File: config.mk
export PLATFORM = sky130hd
export DESIGN_NAME = pointer_event_queue_coalescing
export DESIGN_NICKNAME = d
export VERILOG_FILES = /design/src/rtl/core/pecq_pkg.sv /design/src/rtl/core/pecq_ram.sv /design/src/rtl/core/pecq_ctrl.sv /design/src/rtl/core/pointer_event_queue_coalescing.sv
export SDC_FILE = /design/constraint.sdc
export NUM_CORES = 2
export LEC_CHECK = 0
export BUFFER_PORTS_ARGS = -buffer_cell sky130_fd_sc_hd__buf_2
export CAP_MARGIN = 20
export CORE_MARGIN = 3
export CORE_UTILIZATION = 40
export CTS_BUF_LIST = sky130_fd_sc_hd__clkbuf_2
export CTS_CLUSTER_DIAMETER = 120
export DETAILED_ROUTE_END_ITERATION = 8
export HOLD_SLACK_MARGIN = 0.1
export PLACE_DENSITY_LB_ADDON = 0.05
export SLEW_MARGIN = 20
export SYNTH_ARGS = -nofsm -noshare
export SYNTH_HDL_FRONTEND = slang
export SYNTH_SLANG_ARGS = --single-unit
export TNS_END_PERCENT = 1
File: constraint.sdc
create_clock -name i_clk -period 4.9 [get_ports i_clk]
set_input_delay 0 -clock i_clk [delete_from_list [all_inputs] [get_ports i_clk]]
set_output_delay 0 -clock i_clk [all_outputs]
set_load 0.005 [all_outputs]
File: src/rtl/core/pecq_pkg.sv
// Package for the coalescing pointer event queue.
// Shared constants, codes and defaults; no dependencies.
package pecq_pkg;

    localparam int QUEUE_DEPTH_DEF = 64;
    localparam int COORD_BITS_DEF  = 12;

    localparam int CFG_W    = 13;
    localparam int POS_W    = 16;
    localparam int CMP_W    = POS_W + 1;
    localparam int ACT_W    = 2;
    localparam int IN_TDATA_W = 40;

    localparam logic [CFG_W-1:0] SCREEN_W_RST = CFG_W'(320);
    localparam logic [CFG_W-1:0] SCREEN_H_RST = CFG_W'(240);

    localparam logic CFG_IDX_WIDTH  = 1'b0;
    localparam logic CFG_IDX_HEIGHT = 1'b1;

    localparam logic MODE_SUBMIT = 1'b0;
    localparam logic MODE_POLL   = 1'b1;

    localparam logic [ACT_W-1:0] ACT_DOWN = 2'd0;
    localparam logic [ACT_W-1:0] ACT_MOVE = 2'd1;
    localparam logic [ACT_W-1:0] ACT_UP   = 2'd2;

endpackage

File: src/rtl/core/pecq_ram.sv
// Generic single-port-write, single-port-read RAM with registered read.
// No dependencies.
module pecq_ram #(
    parameter int DATA_W = 26,
    parameter int DEPTH  = 64
) (
    input  logic                     i_clk,
    input  logic                     i_we,
    input  logic [$clog2(DEPTH)-1:0] i_waddr,
    input  logic [DATA_W-1:0]        i_wdata,
    input  logic                     i_re,
    input  logic [$clog2(DEPTH)-1:0] i_raddr,
    output logic [DATA_W-1:0]        o_rdata
);

    logic [DATA_W-1:0] r_mem [DEPTH];
    logic [DATA_W-1:0] r_rdata;

    always_ff @(posedge i_clk) begin
        if (i_we) begin
            r_mem[i_waddr] <= i_wdata;
        end
        if (i_re) begin
            r_rdata <= r_mem[i_raddr];
        end
    end

    assign o_rdata = r_rdata;

endmodule

File: src/rtl/core/pecq_ctrl.sv
// Queue control: screen registers, bound check, pointers, coalescing and eviction.
// Depends on pecq_pkg and pecq_ram.
module pecq_ctrl #(
    parameter int QUEUE_DEPTH = pecq_pkg::QUEUE_DEPTH_DEF,
    parameter int COORD_BITS  = pecq_pkg::COORD_BITS_DEF
) (
    input  logic                            i_clk,
    input  logic                            i_rst_n,
    input  logic                            i_cfg_we,
    input  logic                            i_cfg_idx,
    input  logic [pecq_pkg::CFG_W-1:0]      i_cfg_data,
    input  logic                            i_acc,
    input  logic                            i_mode,
    input  logic [pecq_pkg::ACT_W-1:0]      i_action,
    input  logic [pecq_pkg::POS_W-1:0]      i_pos_x,
    input  logic [pecq_pkg::POS_W-1:0]      i_pos_y,
    output logic                            o_pop,
    output logic [2*COORD_BITS+pecq_pkg::ACT_W-1:0] o_head_data
);

    localparam int PTR_W  = $clog2(QUEUE_DEPTH);
    localparam int CNT_W  = $clog2(QUEUE_DEPTH + 1);
    localparam int ENT_W  = 2 * COORD_BITS + pecq_pkg::ACT_W;
    localparam logic [pecq_pkg::CMP_W-1:0] COORD_LIMIT =
        pecq_pkg::CMP_W'(1) << COORD_BITS;
    localparam logic [PTR_W-1:0] PTR_LAST = PTR_W'(QUEUE_DEPTH - 1);
    localparam logic [CNT_W-1:0] CNT_FULL = CNT_W'(QUEUE_DEPTH);

    logic [pecq_pkg::CFG_W-1:0] r_scr_w;
    logic [pecq_pkg::CFG_W-1:0] r_scr_h;
    logic [PTR_W-1:0]           r_head;
    logic [PTR_W-1:0]           r_tail;
    logic [CNT_W-1:0]           r_count;
    logic                       r_last_move;

    logic [PTR_W-1:0]           n_head;
    logic [PTR_W-1:0]           n_tail;
    logic [CNT_W-1:0]           n_count;
    logic                       n_last_move;

    logic [pecq_pkg::CMP_W-1:0] lim_x;
    logic [pecq_pkg::CMP_W-1:0] lim_y;
    logic                       sub_ok;
    logic                       is_move;
    logic                       not_empty;
    logic                       full;
    logic                       coalesce;
    logic                       poll;
    logic                       we;
    logic [PTR_W-1:0]           waddr;
    logic [PTR_W-1:0]           head_inc;
    logic [PTR_W-1:0]           tail_inc;
    logic [PTR_W-1:0]           tail_dec;
    logic [ENT_W-1:0]           wdata;

    always_ff @(posedge i_clk) begin
        if (!i_rst_n) begin
            r_scr_w <= pecq_pkg::SCREEN_W_RST;
            r_scr_h <= pecq_pkg::SCREEN_H_RST;
        end else if (i_cfg_we) begin
            unique case (i_cfg_idx)
                pecq_pkg::CFG_IDX_WIDTH:  r_scr_w <= i_cfg_data;
                pecq_pkg::CFG_IDX_HEIGHT: r_scr_h <= i_cfg_data;
                default: ;
            endcase
        end
    end

    assign lim_x = (pecq_pkg::CMP_W'(r_scr_w) > COORD_LIMIT) ? COORD_LIMIT
                                                             : pecq_pkg::CMP_W'(r_scr_w);
    assign lim_y = (pecq_pkg::CMP_W'(r_scr_h) > COORD_LIMIT) ? COORD_LIMIT
                                                             : pecq_pkg::CMP_W'(r_scr_h);

    assign sub_ok = i_acc && (i_mode == pecq_pkg::MODE_SUBMIT)
                 && (i_action == pecq_pkg::ACT_DOWN || i_action == pecq_pkg::ACT_MOVE
                     || i_action == pecq_pkg::ACT_UP)
                 && !i_pos_x[pecq_pkg::POS_W-1] && !i_pos_y[pecq_pkg::POS_W-1]
                 && (pecq_pkg::CMP_W'(i_pos_x) < lim_x)
                 && (pecq_pkg::CMP_W'(i_pos_y) < lim_y);

    assign poll      = i_acc && (i_mode == pecq_pkg::MODE_POLL);
    assign is_move   = (i_action == pecq_pkg::ACT_MOVE);
    assign not_empty = (r_count != '0);
    assign full      = (r_count == CNT_FULL);
    assign coalesce  = is_move && not_empty && r_last_move;

    assign head_inc = (r_head == PTR_LAST) ? '0 : r_head + PTR_W'(1);
    assign tail_inc = (r_tail == PTR_LAST) ? '0 : r_tail + PTR_W'(1);
    assign tail_dec = (r_tail == '0) ? PTR_LAST : r_tail - PTR_W'(1);

    assign wdata = {i_action, i_pos_y[COORD_BITS-1:0], i_pos_x[COORD_BITS-1:0]};

    always_comb begin
        n_head      = r_head;
        n_tail      = r_tail;
        n_count     = r_count;
        n_last_move = r_last_move;
        we          = 1'b0;
        waddr       = r_tail;
        o_pop       = 1'b0;
        if (sub_ok) begin
            if (coalesce) begin
                we    = 1'b1;
                waddr = tail_dec;
            end else if (!(full && is_move)) begin
                we          = 1'b1;
                n_tail      = tail_inc;
                n_last_move = is_move;
                if (full) begin
                    n_head = head_inc;
                end else begin
                    n_count = r_count + CNT_W'(1);
                end
            end
        end else if (poll && not_empty) begin
            o_pop   = 1'b1;
            n_head  = head_inc;
            n_count = r_count - CNT_W'(1);
        end
    end

    always_ff @(posedge i_clk) begin
        if (!i_rst_n) begin
            r_head      <= '0;
            r_tail      <= '0;
            r_count     <= '0;
            r_last_move <= 1'b0;
        end else begin
            r_head      <= n_head;
            r_tail      <= n_tail;
            r_count     <= n_count;
            r_last_move <= n_last_move;
        end
    end

    pecq_ram #(
        .DATA_W (ENT_W),
        .DEPTH  (QUEUE_DEPTH)
    ) u_store (
        .i_clk   (i_clk),
        .i_we    (we),
        .i_waddr (waddr),
        .i_wdata (wdata),
        .i_re    (poll),
        .i_raddr (r_head),
        .o_rdata (o_head_data)
    );

endmodule

File: src/rtl/core/pointer_event_queue_coalescing.sv
// Top level of the coalescing pointer event queue: stream ports, poll stage,
// held pointer and output register. Depends on pecq_pkg and pecq_ctrl.
//
//   port group      dir  per transaction
//   i_s_*           in   one submit or poll request
//   o_m_*           out  one held pointer sample per poll, none per submit
//   i_cfg_*         in   screen width (index 0) or height (index 1)
//
// One transaction is accepted per cycle unless stalled. For a poll, the queue head is
// read from the event RAM at acceptance, then the held point is updated into the output
// register, which presents the sample. Reset is synchronous and clears pointers, count
// and held point; the event RAM is not cleared. While the output register is full and
// not taken, a waiting poll stalls the input; otherwise input keeps flowing.
module pointer_event_queue_coalescing #(
    parameter int QUEUE_DEPTH = pecq_pkg::QUEUE_DEPTH_DEF,
    parameter int COORD_BITS  = pecq_pkg::COORD_BITS_DEF
) (
    input  logic                                i_clk,
    input  logic                                i_rst_n,
    input  logic                                i_cfg_we,
    input  logic                                i_cfg_idx,
    input  logic [pecq_pkg::CFG_W-1:0]          i_cfg_data,
    input  logic                                i_s_tvalid,
    output logic                                o_s_tready,
    // action[1:0], pos_x[17:2], pos_y[33:18], zero fill
    input  logic [pecq_pkg::IN_TDATA_W-1:0]     i_s_tdata,
    // mode
    input  logic                                i_s_tuser,
    output logic                                o_m_tvalid,
    input  logic                                i_m_tready,
    // point_x, point_y, pressed, zero fill
    output logic [((2*COORD_BITS+1+7)/8)*8-1:0] o_m_tdata
);

    localparam int OUT_W = ((2 * COORD_BITS + 1 + 7) / 8) * 8;
    localparam int ENT_W = 2 * COORD_BITS + pecq_pkg::ACT_W;
    localparam int X_LO  = pecq_pkg::ACT_W;
    localparam int Y_LO  = pecq_pkg::ACT_W + pecq_pkg::POS_W;

    logic                  in_acc;
    logic                  out_free;
    logic                  s1_move;
    logic                  pop;
    logic [ENT_W-1:0]      head_data;

    logic                  r_s1_valid;
    logic                  r_s1_pop;
    logic                  r_out_valid;
    logic [OUT_W-1:0]      r_out_data;
    logic [COORD_BITS-1:0] r_held_x;
    logic [COORD_BITS-1:0] r_held_y;
    logic                  r_held_pressed;

    logic [COORD_BITS-1:0] n_held_x;
    logic [COORD_BITS-1:0] n_held_y;
    logic                  n_held_pressed;

    assign out_free   = !r_out_valid || i_m_tready;
    assign s1_move    = r_s1_valid && out_free;
    assign o_s_tready = !r_s1_valid || out_free;
    assign in_acc     = i_s_tvalid && o_s_tready;

    pecq_ctrl #(
        .QUEUE_DEPTH (QUEUE_DEPTH),
        .COORD_BITS  (COORD_BITS)
    ) u_ctrl (
        .i_clk       (i_clk),
        .i_rst_n     (i_rst_n),
        .i_cfg_we    (i_cfg_we),
        .i_cfg_idx   (i_cfg_idx),
        .i_cfg_data  (i_cfg_data),
        .i_acc       (in_acc),
        .i_mode      (i_s_tuser),
        .i_action    (i_s_tdata[pecq_pkg::ACT_W-1:0]),
        .i_pos_x     (i_s_tdata[X_LO +: pecq_pkg::POS_W]),
        .i_pos_y     (i_s_tdata[Y_LO +: pecq_pkg::POS_W]),
        .o_pop       (pop),
        .o_head_data (head_data)
    );

    always_comb begin
        n_held_x       = r_held_x;
        n_held_y       = r_held_y;
        n_held_pressed = r_held_pressed;
        if (r_s1_pop) begin
            n_held_x       = head_data[COORD_BITS-1:0];
            n_held_y       = head_data[2*COORD_BITS-1:COORD_BITS];
            n_held_pressed = (head_data[ENT_W-1:2*COORD_BITS] != pecq_pkg::ACT_UP);
        end
    end

    always_ff @(posedge i_clk) begin
        if (!i_rst_n) begin
            r_s1_valid     <= 1'b0;
            r_s1_pop       <= 1'b0;
            r_out_valid    <= 1'b0;
            r_held_x       <= '0;
            r_held_y       <= '0;
            r_held_pressed <= 1'b0;
        end else begin
            if (in_acc && i_s_tuser == pecq_pkg::MODE_POLL) begin
                r_s1_valid <= 1'b1;
                r_s1_pop   <= pop;
            end else if (s1_move) begin
                r_s1_valid <= 1'b0;
            end
            if (s1_move) begin
                r_out_valid    <= 1'b1;
                r_held_x       <= n_held_x;
                r_held_y       <= n_held_y;
                r_held_pressed <= n_held_pressed;
            end else if (i_m_tready) begin
                r_out_valid <= 1'b0;
            end
        end
    end

    always_ff @(posedge i_clk) begin
        if (s1_move) begin
            r_out_data <= OUT_W'({n_held_pressed, n_held_y, n_held_x});
        end
    end

    assign o_m_tvalid = r_out_valid;
    assign o_m_tdata  = r_out_data;

endmodule
==> impl_metrics.yaml <==
status:
  status: "finished clean"
sta:
  worst_pin_slew_ns: 1.201
  grt_setup_unrepaired: "no"
  finalHoldViolCount: 0
  setup_viol: 0
  holdWs_ns: 0.3111
  finalSetupTns_ns: 0
  fmax_mhz: 213.4
  final.period_utilization: 0.9562
  layout_min_cycle_time_ns: 4.685
  finalMaxSlewViolations: 0
  slew_headroom: 0.1995
  final.setup_skew_ns: 0.1554
worst_setup_path:
  crit_fanout: 20
  start_kind: "flip-flop"
  rrSetupSlack_ns: 0.21
  rr_startpoint: "u_ctrl.r_scr_h[12]"
  cp.arrival_ns: 6.32
  worstPathRequired_ns: 6.53
  critPathSlowestCell: "dlygate4sd3_1"
  r2r.worst_path.cells: 19
  r2r_end: "u_ctrl.r_count[6]"
  end_kind: "flip-flop"
  crit_path_cell_trace: "inv_1 > buf_4 > nand2_1 > ha_1 > a21oi_1 > o22ai_1 > dlygate4sd3_1 > o31ai_1 > and4_4 > inv_4 > fa_1 > a21o_1 > a21oi_2 > o21bai_1 > a21oi_2 > nor4_1 > dlygate4sd3_1 > a21oi_1 > a21oi_1"
  cpMostUsedCell: "a21oi_1"
  max_stage_delay_ns: 0.59
  critical_path_class: "flip-flop to flip-flop"
logic_synthesis:
  synth_edf_count: 1715
  synth.distinct_cells: 74
  synth_cells: 3016
  synth-seq-cells: 1789
  synth_top_area_cell: "edfxtp_1"
  yosys.area.top_type_share: 0.7426
  synth_common_cells: "edfxtp_1, mux4_2, nand2_1"
  synth_area_leaders: "edfxtp_1, mux4_2, dfxtp_1"
  yosysSeqAreaShare: 0.7640
  syn_avg_cell_area_um2: 22.99
  synthFlopType: "edfxtp_1"
  syn-cell-area_um2: 69350
  yosys_warnings: 0
  synth_most_common_cell: "edfxtp_1"
  async_flop_share: 0
power_and_ir_drop:
  power_frac_comb: 0.173
  irDropWorstVdd_mv: 0.2304
  intPower_mw: 23.51
  sw_frac_of_total: 0.2745
  p_clk_frac: 0.301
  p_switching_mw: 8.894
  p_leak_nw: 25.26
  power.density_nw_per_um2: 404.3
  p_seq_frac: 0.526
global_routing:
  grt_pass1_vias: 37480
  antenna_found_initial: 22
  grt.total_usage: 0.2260
  grt_max_degree: 75
  grtUsageMet3: 0.04432
  use_met1: 0.3069
  grt-busiest-layer: "met2"
  grt_pass1_wl_um: 280900
  grtUsageMet2: 0.3707
  grt_overflow: 0
job:
  cap_violations: 0
routing:
  drc_errors: 0
  drt_pass1_iterations: 5
  wl_um: 200200
  drtAntennaViolNets: 0
  viasPerCell: 5.506
  post_drt_wl_per_cell_um: 31.10
  drt_iter0_drc: 3313
  vias: 35440
hold_path:
  hp-class: "input port to flip-flop"
  holdPathEnd: "u_ctrl.r_count[2]"
  hold_depth: 9
  hp-start: "i_s_tdata[31]"
cells_and_area:
  nFillCells: 14670
  syn2layout_area_growth_pct: 15.58
  drive_gt1_frac: 0.3927
  nets: 3877
floorplan:
  fp-row-count: 152
  die_area_um2: 178400
  initial_utilization: 0.4034
  die_h_um: 422.4
  ioPinCount: 94
  fp.dieW_um: 422.4
  fp.coreArea_um2: 171900
cts:
  cts_root_buf: "clkbuf_2"
  clock_latency_ns: 1.87
  clk_pin_slew_ns: 0.09
  cts_max_path_buffers: 4
  htree_num_levels: 5
  tritoncts: "yes"
  cts_sinks: 1789
  numCtsBuffers: 467
placed_design:
  post-dp-hpwl_um: 110900
  gp_congestion: 0.8257
  portBuffers: 80
## per-stage QoR
stage / utilization / std cells / power, mW / area, um2 / worst slack (ns)
2_1_floorplan: - / 3022 / 21.02 / 69370 / 0.007955
3_3_place_gp: 0.4282 / 5386 / 22.86 / 73610 / 0.2664
3_5_place_dp: 0.4282 / 5386 / 22.94 / 73610 / 0.2211
4_1_cts: 0.4658 / 6411 / 32.98 / 80080 / 0.02066
5_1_grt: 0.4660 / 6423 / 34.10 / 80120 / 0.01345
6_report: 0.4662 / 6436 / 32.40 / 80150 / 0.2147
## sequential cells by signal, indices dropped and copies added (netlist names)
register and cells:
r_held_pressed 1, u_ctrl.u_store.r_mem 1664, u_ctrl.r_last_move 1, u_ctrl.r_scr_h 13
r_held_x 12, u_ctrl.r_count 7, o_m_tvalid 1, r_s1_valid 1
u_ctrl.r_tail 6, u_ctrl.u_store.o_rdata 26, r_held_y 12, r_s1_pop 1
u_ctrl.r_head 6, o_m_tdata 25, u_ctrl.r_scr_w 13
## cells in the final DEF (no fill, tap or decap), types with 6 or more instances in the layout
cell type / instances
nand3_1: 22
nand2_1: 99
nor3_1: 8
mux2i_1: 32
mux2_2: 24
or3_1: 6
buf_12: 24
edfxtp_1: 1715
mux4_2: 546
clkbuf_2: 685
nor2_4: 40
nor2_1: 53
clkinv_2: 12
nor3_4: 7
inv_2: 6
dfxtp_1: 67
xnor2_1: 6
o21ai_2: 7
nor3_2: 19
nand2b_1: 7
o21ai_1: 6
clkinv_1: 83
diode_2: 24
dlygate4sd3_1: 222
conb_1: 7
a21oi_1: 45
buf_4: 118
ha_1: 33
inv_1: 12
buf_2: 83
buf_16: 8
## timing repair
| item | in CTS | in global routing |
|---|---|---|
| hold endpoints to repair | 3403 | 7 |
| endpoints found under the setup margin | 0 | 146 |
| hold buffers | 237 | 1 |
| buffers inserted | 0 | 0 |
| gates resized for setup | 0 | 4 |
## routing by layer
layer | share of wire | vias up | routed length [um]
met3 | 0.067 | 305 | 13320
met5 | 0.00024 | - | 48
met4 | 0.023 | 8 | 4626
met1 | 0.41 | 19180 | 82400
li1 | - | 14670 | -
met2 | 0.50 | 1272 | 99760
## kinds of logic (layout without fill, tap and decap cells)
family	count (synthesis)	count (layout)	share of synthesized area
muxes	602	602	0.1858
and+or+nand+nor	299	299	0.02053
DFF	1789	1789	0.7640
AOI/OAI and AO/OA	106	106	0.01061
adders and majority gates	34	34	0.006243
xor gates and xnor gates	7	7	0.0008841
other	1	31	0.00005407
buffers and inverters	178	1258	0.01187
## power by group through the flow
stage / logic (mW) / clock network, mW / registers, mW
2_1_floorplan: 3.81 / 0 / 17.2
3_5_place_dp: 5.53 / 0 / 17.4
6_report: 5.61 / 9.74 / 17.0
3_3_place_gp: 5.47 / 0 / 17.4
4_1_cts: 5.76 / 10.2 / 17.1
5_1_grt: 6.00 / 11.0 / 17.1
## worst max path at each step
stage                  startpoint                      endpoint  slack [ns]  cells after the start
6_report       u_ctrl.r_scr_h[12]             u_ctrl.r_count[6]        0.21                     19
5_1_grt        u_ctrl.r_scr_h[12]  u_ctrl.u_store.r_mem[43][23]        0.01                     13
3_3_place_gp   u_ctrl.r_scr_w[12]  u_ctrl.u_store.r_mem[41][10]        0.27                     11
3_5_place_dp   u_ctrl.r_scr_w[12]  u_ctrl.u_store.r_mem[41][11]        0.22                     11
2_1_floorplan  u_ctrl.r_scr_w[12]   u_ctrl.u_store.r_mem[22][0]       0.008                     14
4_1_cts        u_ctrl.r_scr_w[12]              u_ctrl.r_tail[3]        0.02                     14
## cell type report
cell class              instances  area (um2)  share of cell area
inverters                      15       58.81           0.0007337
flip-flops and latches       1789       53000              0.6612
clock buffers                 685        3428             0.04277
well taps                    2310        2890             0.03606
multi-input cells            1055       16010              0.1997
repair buffers                455        4224             0.05270
clock inverters               103       484.2            0.006041
diodes                         24       60.06           0.0007493
## worst max-delay path: cells and delay by family (launching register included)
kind	cells	cell delay, ns
adder cells (fa/ha/maj)	2	0.74
AO/OA/AOI/OAI	9	1.40
AND/OR/NAND/NOR	3	0.47
flip-flops	1	0.35
buffers and inverters	5	1.60
(Power assumes the default switching activity.)
